File: src/hw/rtl/deq_pkg.sv
// Package for the double-ended queue unit: sizes, ring index types, action and status codes.
// No dependencies.
package deq_pkg;

   localparam int CAPACITY   = 16;
   localparam int DATA_WIDTH = 32;
   localparam int ADDR_W     = $clog2(CAPACITY);
   localparam int CNT_W      = $clog2(CAPACITY + 1);
   localparam int ACTION_W   = 3;
   localparam int VALUE_W    = 32;
   localparam int OCC_W      = 5;
   localparam int STATUS_W   = 2;

   typedef logic [DATA_WIDTH-1:0] data_type;
   typedef logic [ADDR_W-1:0]     addr_type;
   typedef logic [CNT_W-1:0]      count_type;

   localparam logic [ACTION_W-1:0] ACT_PUSH_BACK  = 3'd0;
   localparam logic [ACTION_W-1:0] ACT_PUSH_FRONT = 3'd1;
   localparam logic [ACTION_W-1:0] ACT_POP_BACK   = 3'd2;
   localparam logic [ACTION_W-1:0] ACT_POP_FRONT  = 3'd3;
   localparam logic [ACTION_W-1:0] ACT_PEEK       = 3'd4;

   localparam logic [STATUS_W-1:0] STATUS_OK        = 2'd0;
   localparam logic [STATUS_W-1:0] STATUS_OVERFLOW  = 2'd1;
   localparam logic [STATUS_W-1:0] STATUS_UNDERFLOW = 2'd2;

   // (base + offset) mod CAPACITY, offset <= CAPACITY
   function automatic addr_type ring_add(input addr_type base, input count_type offset);
      logic [CNT_W:0] sum;
      sum = (CNT_W + 1)'(base) + (CNT_W + 1)'(offset);
      if (sum >= (CNT_W + 1)'(CAPACITY)) begin
         sum = sum - (CNT_W + 1)'(CAPACITY);
      end
      return ADDR_W'(sum);
   endfunction

endpackage

File: src/hw/rtl/deq_ram.sv
// Generic synchronous RAM: one write port, two read ports, registered read data.
// No dependencies.
module deq_ram #(
   parameter int  DEPTH = 16,
   parameter int  WIDTH = 32,
   localparam int AW    = $clog2(DEPTH)
) (
   input  logic             clock,
   input  logic             wr_en,
   input  logic [AW-1:0]    wr_addr,
   input  logic [WIDTH-1:0] wr_data,
   input  logic             rd_en,
   input  logic [AW-1:0]    rd_addr_a,
   input  logic [AW-1:0]    rd_addr_b,
   output logic [WIDTH-1:0] rd_data_a,
   output logic [WIDTH-1:0] rd_data_b
);

   logic [WIDTH-1:0] mem [DEPTH];
   logic [WIDTH-1:0] rd_data_a_ff;
   logic [WIDTH-1:0] rd_data_b_ff;

   always_ff @(posedge clock) begin
      if (wr_en) begin
         mem[wr_addr] <= wr_data;
      end
   end

   always_ff @(posedge clock) begin
      if (rd_en) begin
         rd_data_a_ff <= mem[rd_addr_a];
         rd_data_b_ff <= mem[rd_addr_b];
      end
   end

   assign rd_data_a = rd_data_a_ff;
   assign rd_data_b = rd_data_b_ff;

endmodule

File: src/hw/rtl/double_ended_queue_unit.sv
// Double-ended queue unit: ring buffer of words in a synchronous RAM.
// Uses deq_pkg and deq_ram.
// Each accepted item passes the RAM read (ST_READ) and then the output load (ST_LOAD);
// the load waits while a stalled result holds the output register. Requests stall until the load.
// The next item is taken while a result waits in the output register.
// Reset (synchronous): queue empty, head at slot 0, no result pending; RAM not cleared.
module double_ended_queue_unit (
   input  logic                            clock,
   input  logic                            reset,
   input  logic                            req_valid,
   output logic                            req_stall,
   input  logic [deq_pkg::ACTION_W-1:0]    req_action,
   input  logic [deq_pkg::VALUE_W-1:0]     req_item_value,
   output logic                            rsp_valid,
   input  logic                            rsp_stall,
   output logic [deq_pkg::VALUE_W-1:0]     rsp_front_value,
   output logic [deq_pkg::VALUE_W-1:0]     rsp_back_value,
   output logic                            rsp_is_empty,
   output logic                            rsp_is_full,
   output logic [deq_pkg::OCC_W-1:0]       rsp_occupancy,
   output logic [deq_pkg::STATUS_W-1:0]    rsp_status
);

   typedef enum logic [1:0] {
      ST_IDLE,
      ST_READ,
      ST_LOAD
   } state_type;

   state_type                        state_ff;
   deq_pkg::addr_type                head_ff,  head_in;
   deq_pkg::count_type               count_ff, count_in;
   logic [deq_pkg::STATUS_W-1:0]     status_ff, status_in;

   logic                             rsp_valid_ff, rsp_valid_in;
   logic [deq_pkg::VALUE_W-1:0]      rsp_front_ff;
   logic [deq_pkg::VALUE_W-1:0]      rsp_back_ff;
   logic                             rsp_empty_ff;
   logic                             rsp_full_ff;
   logic [deq_pkg::OCC_W-1:0]        rsp_occ_ff;
   logic [deq_pkg::STATUS_W-1:0]     rsp_status_ff;

   logic                             accept;
   logic                             push_ok;
   logic                             pop_ok;
   logic                             wr_en;
   deq_pkg::addr_type                wr_addr;
   deq_pkg::addr_type                rd_addr_front;
   deq_pkg::addr_type                rd_addr_back;
   deq_pkg::data_type                rd_front;
   deq_pkg::data_type                rd_back;
   logic                             out_free;
   logic                             load_rsp;
   logic                             is_empty_now;

   assign req_stall = (state_ff != ST_IDLE);
   assign accept    = req_valid && !req_stall;
   assign push_ok   = (count_ff != deq_pkg::CNT_W'(deq_pkg::CAPACITY));
   assign pop_ok    = (count_ff != '0);

   always_comb begin
      head_in   = head_ff;
      count_in  = count_ff;
      status_in = deq_pkg::STATUS_OK;
      wr_en     = 1'b0;
      wr_addr   = deq_pkg::ring_add(head_ff, count_ff);
      unique case (req_action)
         deq_pkg::ACT_PUSH_BACK: begin
            if (push_ok) begin
               wr_en    = accept;
               count_in = count_ff + 1'b1;
            end else begin
               status_in = deq_pkg::STATUS_OVERFLOW;
            end
         end
         deq_pkg::ACT_PUSH_FRONT: begin
            if (push_ok) begin
               head_in  = deq_pkg::ring_add(head_ff,
                                            deq_pkg::CNT_W'(deq_pkg::CAPACITY - 1));
               wr_addr  = head_in;
               wr_en    = accept;
               count_in = count_ff + 1'b1;
            end else begin
               status_in = deq_pkg::STATUS_OVERFLOW;
            end
         end
         deq_pkg::ACT_POP_BACK: begin
            if (pop_ok) begin
               count_in = count_ff - 1'b1;
            end else begin
               status_in = deq_pkg::STATUS_UNDERFLOW;
            end
         end
         deq_pkg::ACT_POP_FRONT: begin
            if (pop_ok) begin
               head_in  = deq_pkg::ring_add(head_ff, deq_pkg::CNT_W'(1));
               count_in = count_ff - 1'b1;
            end else begin
               status_in = deq_pkg::STATUS_UNDERFLOW;
            end
         end
         default: begin
            // peek and unused codes
         end
      endcase
   end

   assign rd_addr_front = head_ff;
   assign rd_addr_back  = pop_ok ? deq_pkg::ring_add(head_ff, count_ff - 1'b1) : head_ff;

   deq_ram #(
      .DEPTH (deq_pkg::CAPACITY),
      .WIDTH (deq_pkg::DATA_WIDTH)
   ) u_ram (
      .clock     (clock),
      .wr_en     (wr_en),
      .wr_addr   (wr_addr),
      .wr_data   (deq_pkg::data_type'(req_item_value)),
      .rd_en     (state_ff == ST_READ),
      .rd_addr_a (rd_addr_front),
      .rd_addr_b (rd_addr_back),
      .rd_data_a (rd_front),
      .rd_data_b (rd_back)
   );

   assign out_free     = !rsp_valid_ff || !rsp_stall;
   assign load_rsp     = (state_ff == ST_LOAD) && out_free;
   assign rsp_valid_in = load_rsp || (rsp_valid_ff && rsp_stall);
   assign is_empty_now = (count_ff == '0);

   always_ff @(posedge clock) begin
      if (reset) begin
         state_ff     <= ST_IDLE;
         head_ff      <= '0;
         count_ff     <= '0;
         rsp_valid_ff <= 1'b0;
      end else begin
         rsp_valid_ff <= rsp_valid_in;
         unique case (state_ff)
            ST_IDLE: begin
               if (accept) begin
                  head_ff   <= head_in;
                  count_ff  <= count_in;
                  status_ff <= status_in;
                  state_ff  <= ST_READ;
               end
            end
            ST_READ: begin
               state_ff <= ST_LOAD;
            end
            ST_LOAD: begin
               if (load_rsp) begin
                  rsp_front_ff  <= is_empty_now ? '0 : deq_pkg::VALUE_W'(rd_front);
                  rsp_back_ff   <= is_empty_now ? '0 : deq_pkg::VALUE_W'(rd_back);
                  rsp_empty_ff  <= is_empty_now;
                  rsp_full_ff   <= !push_ok;
                  rsp_occ_ff    <= deq_pkg::OCC_W'(count_ff);
                  rsp_status_ff <= status_ff;
                  state_ff      <= ST_IDLE;
               end
            end
            default: begin
               state_ff <= ST_IDLE;
            end
         endcase
      end
   end

   assign rsp_valid       = rsp_valid_ff;
   assign rsp_front_value = rsp_front_ff;
   assign rsp_back_value  = rsp_back_ff;
   assign rsp_is_empty    = rsp_empty_ff;
   assign rsp_is_full     = rsp_full_ff;
   assign rsp_occupancy   = rsp_occ_ff;
   assign rsp_status      = rsp_status_ff;

   a_count_bound: assert property (@(posedge clock) disable iff (reset)
      count_ff <= deq_pkg::CNT_W'(deq_pkg::CAPACITY))
      else $error("entry count above capacity");

   a_refused_keeps_count: assert property (@(posedge clock) disable iff (reset)
      (accept && status_in != deq_pkg::STATUS_OK) |=> $stable(count_ff) && $stable(head_ff))
      else $error("refused item changed queue state");

   a_empty_reads_zero: assert property (@(posedge clock) disable iff (reset)
      (rsp_valid_ff && rsp_empty_ff) |-> (rsp_front_ff == '0 && rsp_back_ff == '0
                                         && rsp_occ_ff == '0))
      else $error("empty result with nonzero payload");

   a_no_overwrite_pending: assert property (@(posedge clock) disable iff (reset)
      (rsp_valid_ff && rsp_stall) |=> rsp_valid_ff && $stable(rsp_front_ff)
                                      && $stable(rsp_status_ff))
      else $error("pending result overwritten");

endmodule
File: config.mk
export PLATFORM = sky130hd
export DESIGN_NAME = double_ended_queue_unit
export DESIGN_NICKNAME = d
export VERILOG_FILES = /design/src/hw/rtl/deq_pkg.sv /design/src/hw/rtl/deq_ram.sv /design/src/hw/rtl/double_ended_queue_unit.sv
export SDC_FILE = /design/constraint.sdc
export NUM_CORES = 1
export LEC_CHECK = 0
export ABC_CLOCK_PERIOD_IN_PS = 6100
export BUFFER_PORTS_ARGS = -buffer_cell sky130_fd_sc_hd__buf_4
export CELL_PAD_IN_SITES_DETAIL_PLACEMENT = 1
export CELL_PAD_IN_SITES_GLOBAL_PLACEMENT = 1
export CORE_MARGIN = 2
export CORE_UTILIZATION = 32
export DETAILED_ROUTE_END_ITERATION = 8
export PLACE_DENSITY = 0.6
export SKIP_CTS_REPAIR_TIMING = 1
export SYNTH_ARGS = -nofsm -noshare
export SYNTH_HDL_FRONTEND = slang
export SYNTH_SLANG_ARGS = --single-unit
File: constraint.sdc
create_clock -name clock -period 6.1 [get_ports clock]
set_input_delay 0.305 -clock clock [delete_from_list [all_inputs] [get_ports clock]]
set_output_delay 0.305 -clock clock [all_outputs]
set_load 0.03 [all_outputs]
==> impl_metrics.tcl <==
set metrics [dict create \
    drt-initial-drc-count 1670 \
    fmax_ghz 0.253 \
    dp_hpwl_mm 55.2 \
    pin_count 114 \
    synth_top_area_cell "edfxtp_1" \
    fin_nets 2343 \
    synth_edf_count 651 \
    swShare_pct 26.0 \
    yosysUniqueCellTypes 48 \
    crit_required_ns 6.56 \
    yosys.area_share.adder_pct 0.546 \
    antenna_found_initial 3 \
    drv_slew 0 \
    drv_cap 0 \
    cts-root-buf "clkbuf_16" \
    viasPerCell 5.52 \
    synth_xor_area_share_pct 0.485 \
    total_power_w 0.0115 \
    synthArstFlopShare_pct 0 \
    synth-seq-area-share_pct 60.8 \
    skew_ns 0.0315 \
    p_switching_w 0.00299 \
    clockBufferDepth 3 \
    violations "hold timing" \
    cts.sinks 663 \
    drtPass1Iterations 5 \
    detail-route-antenna-nets 0 \
    pre_cts_slack_ns 2.12 \
    clockPowerShare_pct 38.7 \
    hold_start "req_item_value[21]" \
    powerDensity_nw_per_um2 306 \
    peakVddDrop_v 0.000170 \
    crit_chain "inv_1 > ha_1 > or4b_4 > buf_12 > o211ai_1 > mux2i_4 > buf_4 > o221ai_1 > o2111ai_1" \
    cts_made_buffers 74 \
    cts_tree "built" \
    p_int_w 0.00850 \
    synth_compound_area_share_pct 6.77 \
    start_util_pct 32.4 \
    status "finished with violations" \
    finalWeightedCongestion 0.780 \
    grt_max_degree 230 \
    synth.area.mux_share_pct 17.9 \
    synth_top_family_by_area "multiplexers" \
    finalCritPeriodShare_pct 64.9 \
    worst_slack_ns 2.14 \
    power.share.sequential_pct 45.0 \
    clk_pin_slew_ns 0.06 \
    synth_area_leaders "edfxtp_1 (60%), mux4_2 (11%), mux2_2 (4.5%), nand2b_1 (3.8%), a21oi_1 (3.0%)" \
    tns_ns 0 \
    reg2reg_from "count_ff[0]" \
    crit_start "count_ff[0]" \
    max_stage_delay_ns 0.69 \
    rows 116 \
    yosysWarnings 0 \
    syn_inst 2204 \
    die_y_um 323 \
    cp-end-kind "flip-flop" \
    finalSetupViolCount 0 \
    routed_wl_mm 100 \
    grt_pass1_vias 21900 \
    ys.flop_type "edfxtp_1" \
    hp-class "in -> reg" \
    slowest_stage "mux2i_4" \
    track_usage_pct 19.2 \
    die_area_sq_um 104000 \
    synth_top_area_share_pct 60.1 \
    cp_data_arrival_time_ns 4.42 \
    worstPathMaxFanout 168 \
    h-tree-depth 3 \
    critPathKind "reg -> reg" \
    fp.dieW_um 323 \
    synth-seq-cells 663 \
    clock_latency_ns 0.63 \
    holdWs_ns -0.0111 \
    routedWlPerCell_um 27.0 \
    slew_headroom_pct 10.8 \
    rsz0062_at_grt "false" \
    syn_to_final_growth_pct 15.5 \
    core_sq_um 100000 \
    drive_gt1_share_pct 25.3 \
    gr-total-overflow 0 \
    synth_nets 2256 \
    synth_area_per_cell_sq_um 14.8 \
    p_leak_nw 12.4 \
    synth_area_sq_um 32500 \
    worst_pin_slew_ns 1.34 \
    comb_power_share_pct 16.3 \
    portBuffers 113 \
    period_needed_ns 3.96 \
    vias 20400 \
    synth_simple_gate_area_share_pct 11.0 \
    finalHoldViolCount 15 \
    drc_errors 0 \
    start_kind "flip-flop" \
    grt_pass1_wl_mm 148 \
]
[power groups by stage]
stage,Clock [W],Sequential (W),Combinational [W]
finish,0.00444,0.00516,0.00188
global route,0.00472,0.00517,0.00202
CTS,0.00456,0.00517,0.00188
detailed placement,0,0.00526,0.00187
global placement,0,0.00526,0.00182
floorplan,0,0.00526,0.00127
[stage by stage]
stage / area (sq um) / std cells / util [%] / hold slack, ns
after floorplan: 32500 / 2204 / - / 0.374
after global placement: 35000 / 3554 / 34.9 / 0.415
after detailed placement: 35000 / 3554 / 34.9 / 0.411
after CTS: 37400 / 3684 / 37.2 / -0.0675
after global routing: 37600 / 3702 / 37.4 / 0.000325
final: 37600 / 3703 / 37.4 / -0.0111
[cell usage after synthesis (all sizes together) (5+ instances only)]
master and count:
a21oi 197, and2 65, and3 5, buf 55, clkbuf 123, dfxtp 12, edfxtp 651, ha 11
inv 10, mux2 129, mux2i 75, mux4 160, nand2 197, nand2b 196, nor2 17, nor3 25
o2111ai 32, o221ai 96, or3b 97, xnor2 13, xor2 5
[critical path: cells and delay by family, from the launching register on]
family          cells  cell delay (ns)
buf+inv             3             1.35
simple gates        1             0.25
fa+ha+maj           1             0.25
compound gates      3             0.74
mux                 1             0.69
flops               1             0.42
[final timing paths]
kind | to | slack [ns] | cells after the start
setup / recovery | u_ram.rd_data_b[27] | 2.14 | 9
hold / removal | u_ram.mem[15][21] | -0.01 | 1
setup reg to reg | u_ram.rd_data_b[27] | 2.14 | 9
hold reg to reg | rsp_status[1] | 0.43 | 0
[cells by family after synthesis]
logic type	after synthesis
fa+ha+maj	13
simple gates	621
xor+xnor	18
buf+inv	188
mux	364
compound gates	337
flops	663
[final cells by class]
class | count | area (sq um)
Antenna cell | 1 | 2.50
Inverter | 10 | 40.0
Timing Repair Buffer | 189 | 1560
Clock inverter | 35 | 352
Tap cell | 1357 | 1700
Sequential cell | 663 | 19800
Clock buffer | 95 | 1990
Fill cell | 10300 | 62900
Multi-Input combinational cell | 1353 | 12100
[per-layer routing]
layer  part of all wire, %  wire [um]  global-route usage (%)
met3                   4.5       4510                    2.93
met1                    42      42500                    24.7
met2                    50      50000                    32.9
met4                   3.1       3100                    7.02
met5                 0.041         41                       0
[flip-flops by register name (all words and copies together), names as in the netlist]
name and cells:
u_ram.rd_data_a 32, rsp_is_full 1, rsp_status 2, count_ff 5, status_ff 2, state_ff 2
head_ff 4, rsp_is_empty 1, u_ram.mem 512, rsp_front_value 32, rsp_occupancy 5, u_ram.rd_data_b 32
rsp_valid 1, rsp_back_value 32
[cell usage in the layout, fill, tap and decap left out, drive strengths merged, types with 25 or more instances in the layout]
master	n
and2	65
mux2i	75
clkbuf	95
o221ai	96
o2111ai	32
a21oi	197
edfxtp	651
mux2	129
mux4	160
buf	171
nor3	25
nand2	197
nand2b	196
or3b	97
Note: power is estimated with default switching activity, not from simulation.
